File: src/sv/mnlq_pkg.sv
// Shared types, codes and constants of the neighbor link quality table.
package mnlq_pkg;

  localparam int SLOTS_DEF = 8;
  localparam int ADDR_W    = 16;
  localparam int IDX_W     = 6;   // wide enough for 64 slots
  localparam int CNT_W     = 7;   // holds a count of up to 64
  localparam int ETX_W     = 8;
  localparam int RSSI_W    = 8;
  localparam int TXC_W     = 8;
  localparam int LOSS_W    = 10;
  localparam int COST_W    = 16;
  localparam int NUM_W     = 18;  // attempts-acks times 1000
  localparam int IN_DATA_W = 48;
  localparam int IN_USER_W = 3;
  localparam int OUT_DATA_W = 72;
  localparam int OUT_USER_W = 4;
  localparam int CFG_IDX_W = 8;
  localparam int CFG_DATA_W = 16;

  localparam logic [2:0] OP_FIND  = 3'd0;
  localparam logic [2:0] OP_ALLOC = 3'd1;
  localparam logic [2:0] OP_TX    = 3'd2;
  localparam logic [2:0] OP_RSSI  = 3'd3;
  localparam logic [2:0] OP_ROOM  = 3'd4;
  localparam logic [2:0] OP_FREE  = 3'd5;
  localparam logic [2:0] OP_SET   = 3'd6;
  localparam logic [2:0] OP_COUNT = 3'd7;

  localparam logic [1:0] ST_FREE   = 2'd0;
  localparam logic [1:0] ST_HEARD  = 2'd1;
  localparam logic [1:0] ST_LINKED = 2'd2;
  localparam logic [1:0] ST_LOST   = 2'd3;

  localparam logic [1:0] STAT_OK      = 2'd0;
  localparam logic [1:0] STAT_MISS    = 2'd1;
  localparam logic [1:0] STAT_BADADDR = 2'd2;

  localparam logic [1:0] KIND_FREE     = 2'd0;
  localparam logic [1:0] KIND_UNLINKED = 2'd1;
  localparam logic [1:0] KIND_LINKED   = 2'd2;

  localparam logic [CFG_IDX_W-1:0] CFG_EWMA    = 8'd0;
  localparam logic [CFG_IDX_W-1:0] CFG_WEAK    = 8'd1;
  localparam logic [CFG_IDX_W-1:0] CFG_PENALTY = 8'd2;
  localparam logic [CFG_IDX_W-1:0] CFG_INVALID = 8'd3;

  localparam logic [ETX_W-1:0]  ETX_ONE    = 8'd16;
  localparam logic [ETX_W-1:0]  ETX_LOSS   = 8'd64;
  localparam logic [ETX_W-1:0]  ETX_CEIL   = 8'd128;
  localparam logic [RSSI_W-1:0] RSSI_NONE  = 8'h80;
  localparam logic [COST_W-1:0] COST_MAX   = 16'd65534;
  localparam logic [COST_W-1:0] COST_FRESH = 16'hFFFF;
  localparam logic [TXC_W-1:0]  HALVE_AT   = 8'd128;
  localparam logic [LOSS_W-1:0] PERMILLE   = 10'd1000;

  typedef struct packed {
    logic [1:0]               st;
    logic [ADDR_W-1:0]        addr;
    logic [ETX_W-1:0]         etx;
    logic signed [RSSI_W-1:0] rssi;
    logic [TXC_W-1:0]         att;
    logic [TXC_W-1:0]         ack;
    logic [LOSS_W-1:0]        loss;
    logic [COST_W-1:0]        cost;
    logic                     par;
  } entry_t;

  typedef struct packed {
    logic [ADDR_W-1:0] addr;
    logic [COST_W-1:0] cand;
  } key_t;

  typedef struct packed {
    logic             en;
    logic [IDX_W-1:0] idx;
    entry_t           ent;
  } wr_t;

  // Partial result of a scan, handed from cell to cell.
  typedef struct packed {
    logic              vld;
    logic              hit;
    logic [IDX_W-1:0]  hit_idx;
    entry_t            hit_ent;
    logic              free;
    logic [IDX_W-1:0]  free_idx;
    logic              unl;
    logic [IDX_W-1:0]  unl_idx;
    logic [COST_W-1:0] unl_cost;
    logic [ADDR_W-1:0] unl_addr;
    logic              lnk;
    logic [IDX_W-1:0]  lnk_idx;
    logic [COST_W-1:0] lnk_cost;
    logic [ADDR_W-1:0] lnk_addr;
    logic [CNT_W-1:0]  nlinked;
  } scan_t;

endpackage

File: src/sv/mnlq_div.sv
// Restoring divider for the loss rate, one quotient bit per cycle.
module mnlq_div (
  input  logic                                 clk,
  input  logic                                 rst,
  input  logic                                 start,
  input  logic [mnlq_pkg::NUM_W-1:0]           num,
  input  logic [mnlq_pkg::TXC_W-1:0]           den,
  output logic                                 done,
  output logic [mnlq_pkg::LOSS_W-1:0]          quo
);

  localparam int CW = $clog2(mnlq_pkg::NUM_W + 1);

  logic [mnlq_pkg::TXC_W-1:0] rem;
  logic [mnlq_pkg::NUM_W-1:0] q;
  logic [CW-1:0]              cnt;
  logic                       busy;
  logic [mnlq_pkg::TXC_W:0]   trial;
  logic                       take;

  assign trial = {rem, q[mnlq_pkg::NUM_W-1]};
  assign take  = trial >= {1'b0, den};
  assign quo   = q[mnlq_pkg::LOSS_W-1:0];

  always_ff @(posedge clk) begin
    if (rst) begin
      busy <= 1'b0;
      done <= 1'b0;
      cnt  <= '0;
    end else begin
      done <= 1'b0;
      if (start) begin
        busy <= 1'b1;
        cnt  <= CW'(mnlq_pkg::NUM_W);
      end else if (busy) begin
        cnt <= cnt - 1'b1;
        if (cnt == CW'(1)) begin
          busy <= 1'b0;
          done <= 1'b1;
        end
      end
    end
  end

  always_ff @(posedge clk) begin
    if (start) begin
      rem <= '0;
      q   <= num;
    end else if (busy) begin
      rem <= take ? mnlq_pkg::TXC_W'(trial - {1'b0, den}) : trial[mnlq_pkg::TXC_W-1:0];
      q   <= {q[mnlq_pkg::NUM_W-2:0], take};
    end
  end

endmodule

File: src/sv/mnlq_cell.sv
// One table slot: holds its entry and folds it into the passing scan beat.
module mnlq_cell #(
  parameter int IDX = 0
) (
  input  logic            clk,
  input  logic            rst,
  input  mnlq_pkg::key_t  key,
  input  mnlq_pkg::wr_t   wr,
  input  mnlq_pkg::scan_t scan_in,
  output mnlq_pkg::scan_t scan_out
);

  mnlq_pkg::entry_t ent;
  mnlq_pkg::scan_t  nxt;
  logic             occ;
  logic [mnlq_pkg::COST_W:0] limit;

  assign occ   = ent.st != mnlq_pkg::ST_FREE;
  assign limit = {1'b0, key.cand} + (mnlq_pkg::COST_W+1)'(mnlq_pkg::ETX_ONE);

  always_comb begin
    nxt = scan_in;
    if (!scan_in.hit && occ && ent.addr == key.addr) begin
      nxt.hit     = 1'b1;
      nxt.hit_idx = mnlq_pkg::IDX_W'(IDX);
      nxt.hit_ent = ent;
    end
    if (!scan_in.free && !occ) begin
      nxt.free     = 1'b1;
      nxt.free_idx = mnlq_pkg::IDX_W'(IDX);
    end
    // strict compare keeps the lowest slot on a tie
    if ((ent.st == mnlq_pkg::ST_HEARD || ent.st == mnlq_pkg::ST_LOST) &&
        (!scan_in.unl || ent.cost > scan_in.unl_cost)) begin
      nxt.unl      = 1'b1;
      nxt.unl_idx  = mnlq_pkg::IDX_W'(IDX);
      nxt.unl_cost = ent.cost;
      nxt.unl_addr = ent.addr;
    end
    if (!ent.par && {1'b0, ent.cost} > limit &&
        (!scan_in.lnk || ent.cost > scan_in.lnk_cost)) begin
      nxt.lnk      = 1'b1;
      nxt.lnk_idx  = mnlq_pkg::IDX_W'(IDX);
      nxt.lnk_cost = ent.cost;
      nxt.lnk_addr = ent.addr;
    end
    if (ent.st == mnlq_pkg::ST_LINKED) begin
      nxt.nlinked = scan_in.nlinked + 1'b1;
    end
  end

  always_ff @(posedge clk) begin
    if (rst) begin
      ent      <= '0;
      scan_out <= '0;
    end else begin
      if (wr.en && wr.idx == mnlq_pkg::IDX_W'(IDX)) begin
        ent <= wr.ent;
      end
      scan_out <= nxt;
    end
  end

endmodule

File: src/sv/mnlq_ctrl.sv
// Sequencer: takes a request, runs the slot scan, updates metrics, writes back.
module mnlq_ctrl (
  input  logic                                  clk,
  input  logic                                  rst,
  input  logic                                  s_tvalid,
  output logic                                  s_tready,
  input  logic [mnlq_pkg::IN_DATA_W-1:0]        s_tdata,
  input  logic [mnlq_pkg::IN_USER_W-1:0]        s_tuser,
  output logic                                  m_tvalid,
  input  logic                                  m_tready,
  output logic [mnlq_pkg::OUT_DATA_W-1:0]       m_tdata,
  output logic [mnlq_pkg::OUT_USER_W-1:0]       m_tuser,
  input  logic                                  cfg_valid,
  output logic                                  cfg_ready,
  input  logic [mnlq_pkg::CFG_IDX_W-1:0]        cfg_index,
  input  logic [mnlq_pkg::CFG_DATA_W-1:0]       cfg_data,
  output mnlq_pkg::key_t                        key,
  output mnlq_pkg::scan_t                       scan_init,
  input  mnlq_pkg::scan_t                       scan_res,
  output mnlq_pkg::wr_t                         wr
);

  typedef enum logic [4:0] {
    S_IDLE = 5'b00001,
    S_SCAN = 5'b00010,
    S_MATH = 5'b00100,
    S_DIV  = 5'b01000,
    S_FIN  = 5'b10000
  } state_t;

  state_t state;

  // configuration
  logic [2:0]        ewma_shift;
  logic signed [7:0] weak_rssi;
  logic [3:0]        penalty;
  logic [15:0]       invalid_addr;

  // request
  logic [2:0]                    op_q;
  logic [mnlq_pkg::ADDR_W-1:0]   addr_q;
  logic                          ack_q;
  logic signed [7:0]             rs_q;
  logic [mnlq_pkg::COST_W-1:0]   cand_q;
  logic [1:0]                    nst_q;
  logic                          par_q;
  logic                          start_q;
  mnlq_pkg::scan_t               sr;

  // transmit result work
  logic [mnlq_pkg::ETX_W-1:0]  etx_q;
  logic [mnlq_pkg::TXC_W-1:0]  att_q;
  logic [mnlq_pkg::TXC_W-1:0]  ak_q;
  logic [mnlq_pkg::TXC_W-1:0]  den_q;
  logic [mnlq_pkg::NUM_W-1:0]  num_q;
  logic                        div_start;
  logic                        div_done;
  logic [mnlq_pkg::LOSS_W-1:0] div_quo;

  mnlq_div u_div (
    .clk   (clk),
    .rst   (rst),
    .start (div_start),
    .num   (num_q),
    .den   (den_q),
    .done  (div_done),
    .quo   (div_quo)
  );

  assign s_tready  = state == S_IDLE;
  assign cfg_ready = 1'b1;
  assign key.addr  = addr_q;
  assign key.cand  = cand_q;

  always_comb begin
    scan_init     = '0;
    scan_init.vld = start_q;
  end

  // ETX step for the transmit result
  logic [8:0]        att9, ak9;
  logic signed [9:0] e_old, e_smp, e_d, e_new;
  logic [7:0]        e_clamped;
  logic [7:0]        att_c, ak_c;

  always_comb begin
    att9 = {1'b0, sr.hit_ent.att} + 9'd1;
    if (att9 > 9'd255) att9 = 9'd255;
    ak9 = {1'b0, sr.hit_ent.ack} + {8'd0, ack_q};
    if (ak9 > att9) ak9 = att9;
    att_c = att9[7:0];
    ak_c  = ak9[7:0];
    e_old = {2'b00, sr.hit_ent.etx};
    e_smp = ack_q ? {2'b00, mnlq_pkg::ETX_ONE} : {2'b00, mnlq_pkg::ETX_LOSS};
    e_d   = e_smp - e_old;
    e_new = e_old + (e_d >>> ewma_shift);
    if (e_new < 10'sd16)       e_clamped = mnlq_pkg::ETX_ONE;
    else if (e_new > 10'sd128) e_clamped = mnlq_pkg::ETX_CEIL;
    else                       e_clamped = e_new[7:0];
  end

  // RSSI averaging
  logic signed [9:0] r_old, r_smp, r_new;
  logic signed [7:0] rssi_next;

  always_comb begin
    r_old = 10'(sr.hit_ent.rssi);
    r_smp = 10'(rs_q);
    r_new = r_old + ((r_smp - r_old) >>> ewma_shift);
    if (sr.hit_ent.rssi == mnlq_pkg::RSSI_NONE) rssi_next = rs_q;
    else                                        rssi_next = r_new[7:0];
  end

  // cost from the new ETX and the stored RSSI
  logic signed [9:0] gap;
  logic [16:0]       cost17;
  logic [15:0]       cost_next;

  always_comb begin
    gap    = 10'(weak_rssi) - 10'(sr.hit_ent.rssi);
    cost17 = {9'd0, etx_q};
    if (sr.hit_ent.rssi != mnlq_pkg::RSSI_NONE && sr.hit_ent.rssi < weak_rssi) begin
      cost17 = cost17 + ({8'd0, gap[8:0]} * {13'd0, penalty});
    end
    cost_next = (cost17 > {1'b0, mnlq_pkg::COST_MAX}) ? mnlq_pkg::COST_MAX : cost17[15:0];
  end

  // result and write-back
  logic [1:0]                   status;
  logic [mnlq_pkg::IDX_W-1:0]   slot;
  logic                         shown_en;
  mnlq_pkg::entry_t             shown, upd;
  logic [1:0]                   kind;
  logic [mnlq_pkg::ADDR_W-1:0]  ev;
  logic [mnlq_pkg::CNT_W-1:0]   lnk;
  logic                         addr_op;
  mnlq_pkg::wr_t                wr_c;

  assign addr_op = op_q inside {mnlq_pkg::OP_FIND, mnlq_pkg::OP_ALLOC, mnlq_pkg::OP_TX,
                                mnlq_pkg::OP_RSSI, mnlq_pkg::OP_FREE, mnlq_pkg::OP_SET};

  always_comb begin
    status   = mnlq_pkg::STAT_OK;
    slot     = '0;
    shown_en = 1'b0;
    upd      = sr.hit_ent;
    shown    = sr.hit_ent;
    kind     = mnlq_pkg::KIND_FREE;
    ev       = '0;
    lnk      = sr.nlinked;
    wr_c     = '0;
    case (op_q)
      mnlq_pkg::OP_FIND: begin
        if (sr.hit) begin
          slot     = sr.hit_idx;
          shown_en = 1'b1;
        end else begin
          status = mnlq_pkg::STAT_MISS;
        end
      end
      mnlq_pkg::OP_ALLOC: begin
        if (sr.hit) begin
          slot     = sr.hit_idx;
          shown_en = 1'b1;
        end else if (sr.free) begin
          upd      = '0;
          upd.addr = addr_q;
          upd.st   = mnlq_pkg::ST_HEARD;
          upd.rssi = mnlq_pkg::RSSI_NONE;
          upd.etx  = mnlq_pkg::ETX_ONE;
          upd.cost = mnlq_pkg::COST_FRESH;
          slot     = sr.free_idx;
          shown    = upd;
          shown_en = 1'b1;
          wr_c     = '{en: 1'b1, idx: sr.free_idx, ent: upd};
        end else begin
          status = mnlq_pkg::STAT_MISS;
        end
      end
      mnlq_pkg::OP_TX: begin
        if (sr.hit) begin
          upd.etx  = etx_q;
          upd.att  = att_q;
          upd.ack  = ak_q;
          upd.loss = div_quo;
          upd.cost = cost_next;
          slot     = sr.hit_idx;
          shown    = upd;
          shown_en = 1'b1;
          wr_c     = '{en: 1'b1, idx: sr.hit_idx, ent: upd};
        end else begin
          status = mnlq_pkg::STAT_MISS;
        end
      end
      mnlq_pkg::OP_RSSI: begin
        if (sr.hit) begin
          upd.rssi = rssi_next;
          slot     = sr.hit_idx;
          shown    = upd;
          shown_en = 1'b1;
          wr_c     = '{en: 1'b1, idx: sr.hit_idx, ent: upd};
        end else begin
          status = mnlq_pkg::STAT_MISS;
        end
      end
      mnlq_pkg::OP_ROOM: begin
        if (sr.free) begin
          slot = sr.free_idx;
        end else if (sr.unl) begin
          slot = sr.unl_idx;
          kind = mnlq_pkg::KIND_UNLINKED;
          ev   = sr.unl_addr;
          wr_c = '{en: 1'b1, idx: sr.unl_idx, ent: '0};
        end else if (sr.lnk) begin
          slot = sr.lnk_idx;
          kind = mnlq_pkg::KIND_LINKED;
          ev   = sr.lnk_addr;
          lnk  = sr.nlinked - 1'b1;
          wr_c = '{en: 1'b1, idx: sr.lnk_idx, ent: '0};
        end else begin
          status = mnlq_pkg::STAT_MISS;
        end
      end
      mnlq_pkg::OP_FREE: begin
        if (sr.hit) begin
          slot = sr.hit_idx;
          if (sr.hit_ent.st == mnlq_pkg::ST_LINKED) lnk = sr.nlinked - 1'b1;
          wr_c = '{en: 1'b1, idx: sr.hit_idx, ent: '0};
        end else begin
          status = mnlq_pkg::STAT_MISS;
        end
      end
      mnlq_pkg::OP_SET: begin
        if (sr.hit) begin
          // a zero state leaves the link state alone
          if (nst_q != mnlq_pkg::ST_FREE) upd.st = nst_q;
          upd.par  = par_q;
          if (sr.hit_ent.st == mnlq_pkg::ST_LINKED) lnk = lnk - 1'b1;
          if (upd.st == mnlq_pkg::ST_LINKED)        lnk = lnk + 1'b1;
          slot     = sr.hit_idx;
          shown    = upd;
          shown_en = 1'b1;
          wr_c     = '{en: 1'b1, idx: sr.hit_idx, ent: upd};
        end else begin
          status = mnlq_pkg::STAT_MISS;
        end
      end
      default: begin
      end
    endcase
    if (addr_op && addr_q == invalid_addr) begin
      status   = mnlq_pkg::STAT_BADADDR;
      wr_c     = '0;
      shown_en = 1'b0;
      kind     = mnlq_pkg::KIND_FREE;
      ev       = '0;
      lnk      = sr.nlinked;
    end
    if (status != mnlq_pkg::STAT_OK) begin
      slot     = '0;
      shown_en = 1'b0;
      kind     = mnlq_pkg::KIND_FREE;
      ev       = '0;
    end
  end

  logic fin_go;
  assign fin_go = (state == S_FIN) && (!m_tvalid || m_tready);

  always_comb begin
    wr    = wr_c;
    wr.en = wr_c.en && fin_go;
  end

  always_ff @(posedge clk) begin
    if (rst) begin
      state        <= S_IDLE;
      start_q      <= 1'b0;
      div_start    <= 1'b0;
      m_tvalid     <= 1'b0;
      ewma_shift   <= 3'd3;
      weak_rssi    <= -8'sd88;
      penalty      <= 4'd2;
      invalid_addr <= 16'hFFFF;
    end else begin
      start_q   <= 1'b0;
      div_start <= 1'b0;
      if (cfg_valid && cfg_ready) begin
        case (cfg_index)
          mnlq_pkg::CFG_EWMA:    ewma_shift   <= cfg_data[2:0];
          mnlq_pkg::CFG_WEAK:    weak_rssi    <= cfg_data[7:0];
          mnlq_pkg::CFG_PENALTY: penalty      <= cfg_data[3:0];
          mnlq_pkg::CFG_INVALID: invalid_addr <= cfg_data;
          default: begin
          end
        endcase
      end
      // load a new result beat, else drop the one just taken
      if (fin_go)        m_tvalid <= 1'b1;
      else if (m_tready) m_tvalid <= 1'b0;
      case (state)
        S_IDLE: begin
          if (s_tvalid) begin
            start_q <= 1'b1;
            state   <= S_SCAN;
          end
        end
        S_SCAN: begin
          if (scan_res.vld) begin
            if (op_q == mnlq_pkg::OP_TX && scan_res.hit) state <= S_MATH;
            else                                         state <= S_FIN;
          end
        end
        S_MATH: begin
          div_start <= 1'b1;
          state     <= S_DIV;
        end
        S_DIV: begin
          if (div_done) state <= S_FIN;
        end
        S_FIN: begin
          if (fin_go) state <= S_IDLE;
        end
        default: state <= S_IDLE;
      endcase
    end
  end

  always_ff @(posedge clk) begin
    if (state == S_IDLE && s_tvalid) begin
      op_q   <= s_tuser[2:0];
      addr_q <= s_tdata[15:0];
      ack_q  <= s_tdata[16];
      rs_q   <= s_tdata[24:17];
      cand_q <= s_tdata[40:25];
      nst_q  <= s_tdata[42:41];
      par_q  <= s_tdata[43];
    end
    if (state == S_SCAN && scan_res.vld) sr <= scan_res;
    if (state == S_MATH) begin
      etx_q <= e_clamped;
      den_q <= att_c;
      num_q <= {10'd0, att_c - ak_c} * {8'd0, mnlq_pkg::PERMILLE};
      // halve after the loss rate has taken the full counts
      if (att_c >= mnlq_pkg::HALVE_AT) begin
        att_q <= att_c >> 1;
        ak_q  <= ak_c >> 1;
      end else begin
        att_q <= att_c;
        ak_q  <= ak_c;
      end
    end
    if (fin_go) begin
      m_tuser <= {kind, status};
      m_tdata <= {7'd0, ev, lnk[3:0],
                  shown_en ? shown.rssi : 8'd0,
                  shown_en ? shown.loss : 10'd0,
                  shown_en ? shown.etx  : 8'd0,
                  shown_en ? shown.cost : 16'd0,
                  slot[2:0]};
    end
  end

endmodule

File: src/sv/mesh_neighbor_link_quality_table.sv
// Path: find, alloc, rssi, make room, free, set and count go from the accepted beat
// through the start register, each slot cell in turn and the scan capture to the
// registered result beat; a transmit result adds the ETX step and the bit-serial
// loss-rate divider. Throughput: one request at a time; the next beat is taken
// after its result beat is loaded, which waits while an earlier result is not taken.
// Reset: every slot free, configuration registers at their defaults, both streams empty.
module mesh_neighbor_link_quality_table #(
  parameter int SLOTS = mnlq_pkg::SLOTS_DEF
) (
  input  logic                              clk,
  input  logic                              rst,
  input  logic                              s_tvalid,
  output logic                              s_tready,
  // peer_addr, ack_ok, rssi_sample, candidate_cost, new_link_state, parent_flag
  input  logic [mnlq_pkg::IN_DATA_W-1:0]    s_tdata,
  // op
  input  logic [mnlq_pkg::IN_USER_W-1:0]    s_tuser,
  output logic                              m_tvalid,
  input  logic                              m_tready,
  // slot, out_cost, out_etx, out_loss_permille, out_rssi, linked_total, evicted_addr
  output logic [mnlq_pkg::OUT_DATA_W-1:0]   m_tdata,
  // status, evict_kind
  output logic [mnlq_pkg::OUT_USER_W-1:0]   m_tuser,
  input  logic                              cfg_valid,
  output logic                              cfg_ready,
  input  logic [mnlq_pkg::CFG_IDX_W-1:0]    cfg_index,
  input  logic [mnlq_pkg::CFG_DATA_W-1:0]   cfg_data
);

  mnlq_pkg::key_t  key;
  mnlq_pkg::wr_t   wr;
  mnlq_pkg::scan_t chain [SLOTS+1];

  mnlq_ctrl u_ctrl (
    .clk       (clk),
    .rst       (rst),
    .s_tvalid  (s_tvalid),
    .s_tready  (s_tready),
    .s_tdata   (s_tdata),
    .s_tuser   (s_tuser),
    .m_tvalid  (m_tvalid),
    .m_tready  (m_tready),
    .m_tdata   (m_tdata),
    .m_tuser   (m_tuser),
    .cfg_valid (cfg_valid),
    .cfg_ready (cfg_ready),
    .cfg_index (cfg_index),
    .cfg_data  (cfg_data),
    .key       (key),
    .scan_init (chain[0]),
    .scan_res  (chain[SLOTS]),
    .wr        (wr)
  );

  for (genvar i = 0; i < SLOTS; i++) begin : g_cell
    mnlq_cell #(.IDX(i)) u_cell (
      .clk      (clk),
      .rst      (rst),
      .key      (key),
      .wr       (wr),
      .scan_in  (chain[i]),
      .scan_out (chain[i+1])
    );
  end

endmodule
File: config.mk
export PLATFORM = sky130hd
export DESIGN_NAME = mesh_neighbor_link_quality_table
export DESIGN_NICKNAME = d
export VERILOG_FILES = /design/src/sv/mnlq_pkg.sv /design/src/sv/mnlq_div.sv /design/src/sv/mnlq_cell.sv /design/src/sv/mnlq_ctrl.sv /design/src/sv/mesh_neighbor_link_quality_table.sv
export SDC_FILE = /design/constraint.sdc
export NUM_CORES = 2
export LEC_CHECK = 0
export BUFFER_PORTS_ARGS = -buffer_cell sky130_fd_sc_hd__buf_2
export CORE_ASPECT_RATIO = 1.1
export CORE_MARGIN = 2
export CORE_UTILIZATION = 45
export DETAILED_ROUTE_END_ITERATION = 6
export PLACE_DENSITY = 0.66
export RECOVER_POWER = 100
export SKIP_LAST_GASP = 1
export SLEW_MARGIN = 10
export SYNTH_ARGS = -nofsm -noshare
export SYNTH_HDL_FRONTEND = slang
export SYNTH_SLANG_ARGS = --single-unit
File: constraint.sdc
create_clock -name clk -period 20.2 [get_ports clk]
set_input_delay 2.02 -clock clk [delete_from_list [all_inputs] [get_ports clk]]
set_output_delay 2.02 -clock clk [all_outputs]
set_load 0.005 [all_outputs]
# --- Yosys cells after proc, flatten, opt, wreduce, memory -nomap -nowiden ---
# Index checks and enable logic that the tools add are counted.
# W data, S select, Z words.
classes:
  n_eq_ne: 63
  n_addsub: 21
  n_mul: 2
  order_cmp: 30
  mux: 124
  reduce_logical: 186
  n_bitwise: 6
  n_shift: 2
ops:
  columns: ["op", "n"]
  rows:
  - ["$mux W84", 18]
  - ["$mux W39", 16]
  - ["$pmux W84 S6", 1]
  - ["$pmux W59 S4", 1]
  - ["$gt A16 B16 Y1", 14]
  - ["$mux W59", 3]
  - ["$eq A16 B16 Y1", 9]
  - ["$gt A16 B17 Y1", 8]
  - ["$mux W7", 11]
  - ["$reduce_or A2 Y1", 34]
  - ["$mux W4", 16]
  - ["$logic_and A1 B1 Y1", 59]
  - ["$mux W51", 1]
  - ["$mux W16", 3]
  - ["$logic_not A1 Y1", 44]
  - ["$eq A2 B2 Y1 const B", 18]
  - ["$mux W18", 2]
  - ["$mux W5", 7]
  - ["$mux W8", 4]
  - ["$add A4 B1 Y4 const B", 7]
  - ["$pmux W5 S5", 1]
  - ["$eq A6 B3 Y1 const B", 4]
  - ["$reduce_bool A2 Y1", 12]
  - ["$logic_or A1 B1 Y1", 23]
  - ["other kinds (60)", 118]
totals:
  regBits: 2349
  out_inout_bits: 79

# --- Logic depth before layout (Yosys ltp) ---
depth:
  depth_word: 11
  depth_mapped: 38
  depth_no_buf: 37

# --- By module ---
# Synthesis repeated with hierarchy kept, for this count alone.
hier_totals:
  hier_cells: 11354
  area_unflattened_um2: 108614.2
by_module_without_submodules:
  columns: ["mod", "area_each_um2", "cells_per_inst", "instances"]
  rows:
  - ["mnlq_cell (g_cell[5].u_cell ...)", 10716.5, 1142, 2]
  - ["mnlq_cell (g_cell[1].u_cell ...)", 10707.8, 1142, 2]
  - ["mnlq_ctrl", 21231.6, 2017, 1]
  - ["mnlq_cell (g_cell[3].u_cell)", 10716.5, 1141, 1]
  - ["mnlq_cell (g_cell[7].u_cell)", 10637.7, 1146, 1]
  - ["mnlq_cell (g_cell[4].u_cell)", 10593.9, 1151, 1]
  - ["mnlq_cell (g_cell[0].u_cell)", 10583.9, 1138, 1]
  - ["mnlq_div", 2001.9, 193, 1]

# --- Least setup slack after synthesis ---
# Ideal clock, no wire load.
synth_timing:
  kind: "reg2reg"
  from: "reg u_ctrl.sr[127] (netlist bit)"
  to: "reg u_ctrl.num_q[16] (netlist bit) (data pin)"
  slack_ns: 11.764
  required_ns: 19.942
  path_buffers: 1
  synth_period_minus_slack_ns: 8.436
  arrival_time_ns: 8.179
  stages_incl_launch_ff: 37
  cell_sequence: "edfxtp_1 inv_1 ha_1 or4b_2 o41ai_1 nand3_1 nand2_1 inv_1 ha_1 nor2b_1 o21a_1 o21a_1 o21ai_0 a211oi_1 o21ai_1 clkbuf_1 mux2i_1 ha_1 o21ai_0 nand2b_1 a21o_1 a21o_1 xor2_1 xnor2_1 inv_1 fa_1 fa_1 fa_1 inv_1 ha_1 inv_1 o21bai_1 a21oi_1 o21ai_0 a21o_1 a21oi_1 xnor2_1"
synth_via:
  elab_chain_cells: 7
synth_rtl:
  columns: ["item", "line_no", "source"]
  rows:
  - ["start: declaration", "mnlq_ctrl.sv:48", "mnlq_pkg::scan_t sr;"]
  - ["start signal: assignment", "mnlq_ctrl.sv:339", "if (state == S_SCAN && scan_res.vld) sr <= scan_res;"]
  - ["$add A8 B1 Y9 (*)", "mnlq_ctrl.sv:87", "att9 = {1'b0, sr.hit_ent.att} + 9'd1;"]
  - ["$gt A9 B8 Y1", "mnlq_ctrl.sv:88", "if (att9 > 9'd255) att9 = 9'd255;"]
  - ["$mux W9 (*)", "mnlq_ctrl.sv:88", null]
  - ["named net u_ctrl.att9[1]", "mnlq_ctrl.sv:81", "logic [8:0] att9, ak9;"]
  - ["$gt A9 B9 Y1", "mnlq_ctrl.sv:90", "if (ak9 > att9) ak9 = att9;"]
  - ["$mux W8", "mnlq_ctrl.sv:90", null]
  - ["$sub A8 B8 Y8 (*)", "mnlq_ctrl.sv:343", "num_q <= {10'd0, att_c - ak_c} * {8'd0, mnlq_pkg::PERMILLE};"]
  - ["$mul A8 B7 Y15 (*)", "mnlq_ctrl.sv:343", null]
  - ["end signal: assignment", "mnlq_ctrl.sv:343", null]
  - ["end: declaration", "mnlq_ctrl.sv:55", "logic [mnlq_pkg::NUM_W-1:0] num_q;"]
# The timed path passes the listed nets; every way through them passes the cells marked *.
# A chain may end at the register's enable or synchronous reset.

==> impl_results.md <==
* Status: finished with violations
* Violated checks: max-capacitance violations, max-slew violations
* Wire per inst at 19.9 um
* Final setup violation count at 0
* Grt peak-use layer: met2
* Non-Filler Instances at 13000
* MaxCap Viol Count at 26
* Number of synthesized register bits at 2210
* Most common cell on crit path: clkbuf_1
* Area Growth Syn to Fin at 10.6%
* Crit path buffers/inverters at 4
* Worst hold path cell count at 0
* Hold buffers post-CTS at 0
* Post-synth EDFFs at 310
* First-pass GRT wire length at 401000 um
* Syn Inst Count at 10200
* Worst Setup Slack, final at 6.88 ns
* Power per cell area at 91.1 nW/um2
* Die area at 215000 um2
* Core box area at 211000 um2
* Max clock buf depth at 3
* Met2 Use GR at 35.8%
* Most common cell after layout, fill and taps aside: dfxtp_1
* Placed Cells at 12600
* Worst reg2reg path depth at 34
* Cell Area, Synth at 95200 um2
* Largest net degree at the start of global routing at 239
* Final design instance area without fill at 105000 um2
* Yosys cell types at 99
* Crit-path cells: clkbuf_1 -> clkbuf_1 -> clkbuf_1 -> buf_4 -> nand2b_1 -> o21ai_0
* CTS clock-pin slew for the worst setup and hold paths at 0.06 ns
* Root buf cell: clkbuf_16
* Setup crit end kind: register
* P_leak at 38.0 nW
* Crit path DAT at 14.01 ns
* Period Utilization, post-route at 65.9%
* # Post-CTS Setup Buffers at 0
* DRT Wirelength at 259000 um
* Most frequent cells in the layout: dfxtp_1 (1900), nand2_1 (1724), a21oi_1 (982)
* Final TNS setup at 0 ns
* Worst slew pin tran at 7.71 ns
* Setup Slack @ Placement at 11.08 ns
* Initial antenna violation count at 4
* Asr flop ratio synth at 0%
* H-tree depth at 4
* Synth warnings at 0
* Initial DRC Count at 6015
* Fin. Hold Viols at 0
* Register area share after synthesis at 49.8%
* PortBufs at 146
* Met3 Usage GRT at 3.76%
* Skew-Pair Late Insertion Delay at 0.88 ns
* CP peak stage delay at 5.23 ns
* HP Class: register to register
* Skew final at 0.0485 ns
* Crit path max fanout at 188
* Via count at 70100
* Minimum clock period at 13.32 ns
* GPL Wtd Cong at 0.940
* Initial core utilization at 45.1%
* Stages on worst setup path at 6
* Kind of critical path: input pin to register
* Vias in the first global route at 67400
* Fillers at 19300
* Pre-antenna DRT Iters at 6
* Synth area leader: dfxtp_1
* FP Rows at 177
* Worst setup SP type: input pin
* Top cells by area, synth: dfxtp_1 (40%), edfxtp_1 (9.8%), mux2i_1 (7.5%), nand2_1 (6.8%), ha_1 (6.4%)
* Layout cells sized above 1 at 6.70%
* I/O pin cnt at 159
* Final Power at 9.60 mW
* Total CTS buffers at 217
* Die width at 442 um
* Synth Flop Type: dfxtp_1
* Post-route ant nets at 0
* GRT met1 Usage at 34.6%
* Fin. max-slew vios at 1600
* Syn Area/Cell at 9.34 um2
* Post-layout nets at 10700
* Drt drc at 0
* Detailed Place HPWL at 181000 um
* Maximum vdd drop at 0.0000924 V
* Post-CTS resize count at 0
* Synth top area share at 40.0%
* Die Ht at 486 um
* CTS tree: done
* GRT Overall Usage at 23.5%
* Delay-heaviest family, CP: buffers and inverters
* RSZ-0062 raised after global routing: false
* Critical Path RT at 20.89 ns
* WHS at 0.394 ns
* Peak Freq at 0.0751 GHz
* Critical path's slowest cell: clkbuf_1
* Grt ovf at 0
* Fin util at 49.9%
* Clock sinks at 2210
* Worst slew margin at -414%
* Vias/cell at 5.37
* Post-DP Area at 98000 um2
## kinds of logic (layout without fill, tap and decap cells)
| group | after synthesis | after routing | synth area share (%) |
|---|---|---|---|
| compound gates | 1681 | 1681 | 10.3 |
| xor+xnor | 247 | 247 | 2.29 |
| fa+ha+maj | 535 | 535 | 7.40 |
| buf+inv | 1008 | 1081 | 4.49 |
| flops | 2210 | 2210 | 49.8 |
| mux | 736 | 736 | 7.79 |
| other cells | 2 | 11 | 0.00789 |
| simple gates | 3767 | 3767 | 18.0 |
## power by group
| part | internal (mW) | switching [mW] | leakage (nW) | total [mW] |
|---|---|---|---|---|
| sequential | 4.51 | 0.0274 | 18.2 | 4.53 |
| combinational | 0.301 | 0.575 | 16.1 | 0.876 |
| clock | 2.43 | 1.76 | 3.71 | 4.19 |
| total | 7.24 | 2.36 | 38.0 | 9.60 |
## sequential cells by signal, indices dropped and copies added (netlist names), 5 cells and up
| signal | flops |
|---|---|
| u_ctrl.u_div.cnt | 5 |
| u_ctrl.weak_rssi | 8 |
| g_cell.u_cell.ent | 616 |
| u_ctrl.m_tdata | 65 |
| u_ctrl.r_old | 8 |
| u_ctrl.num_q | 15 |
| u_ctrl.cand_q | 16 |
| u_ctrl.addr_q | 16 |
| u_ctrl.ak_q | 8 |
| u_ctrl.etx_q | 8 |
| u_ctrl.state | 5 |
| u_ctrl.e_old | 8 |
| u_ctrl.att_q | 8 |
| u_ctrl.den_q | 8 |
| g_cell.u_cell.scan_out | 1230 |
| u_ctrl.u_div.rem | 8 |
| u_ctrl.sr | 113 |
| u_ctrl.rs_q | 8 |
| u_ctrl.invalid_addr | 16 |
| u_ctrl.u_div.q | 18 |
## worst register-to-register path, delay by kind of cell, from the launching register on
family,cells,cell delay [ns]
adder cells (fa/ha/maj),7,2.78
AO/OA/AOI/OAI,13,2.57
AND/OR/NAND/NOR,4,1.14
buffers and inverters,6,1.13
XOR/XNOR,3,1.07
flip-flops,1,0.45
multiplexers,1,0.29
## routing by layer
metal  vias to the layer above  routed length (um)
met3                       391               17400
met4                         0                6140
met2                      2315              111000
met1                     33300              125000
met5                         -                   0
li1                      34100                   -
## cell type report
class	instances	area, um2	share of cell area (%)
clock buffer	323	6550	6.22
inverter	396	1490	1.41
clock inverter	84	968	0.920
sequential	2210	47300	45.0
timing repair buffer	278	1590	1.51
multi-input combinational	6976	43900	41.7
tap	2774	3470	3.30
antenna	1	2.50	0.00238
## synth_stat cells, types with 16 or more instances
library cell	instances
buf_2	148
fa_1	46
nand3_1	115
and2_1	169
nor4_1	41
nor2_1	887
dfxtp_1	1900
mux2i_1	710
xor2_1	72
nor3b_1	30
nand2_1	1725
a22oi_1	45
a21o_1	60
o21ai_1	16
and3_1	27
edfxtp_1	310
nand3b_1	84
nor2b_1	92
nand2b_1	346
a211o_1	21
mux2_2	25
clkbuf_1	387
xnor2_1	174
buf_4	44
o211ai_1	17
ha_1	489
o21ai_0	219
nor3_1	74
buf_6	18
nand4_1	86
inv_1	395
or3_1	17
a211oi_1	101
o21a_1	57
a22o_1	19
a21oi_1	995
## path summary, 6_finish.rpt
path | endpoint | slack (ns) | start
worst max register to register | u_ctrl.num_q[16] | 10.52 | u_ctrl.sr[127]
worst min register to register | u_ctrl.sr[165] | 0.39 | g_cell[7].u_cell.scan_out[165]
worst max-delay path | g_cell[3].u_cell.scan_out[69] | 6.88 | rst
worst min-delay path | u_ctrl.sr[165] | 0.39 | g_cell[7].u_cell.scan_out[165]
Note: power is estimated with default switching activity, not from simulation.
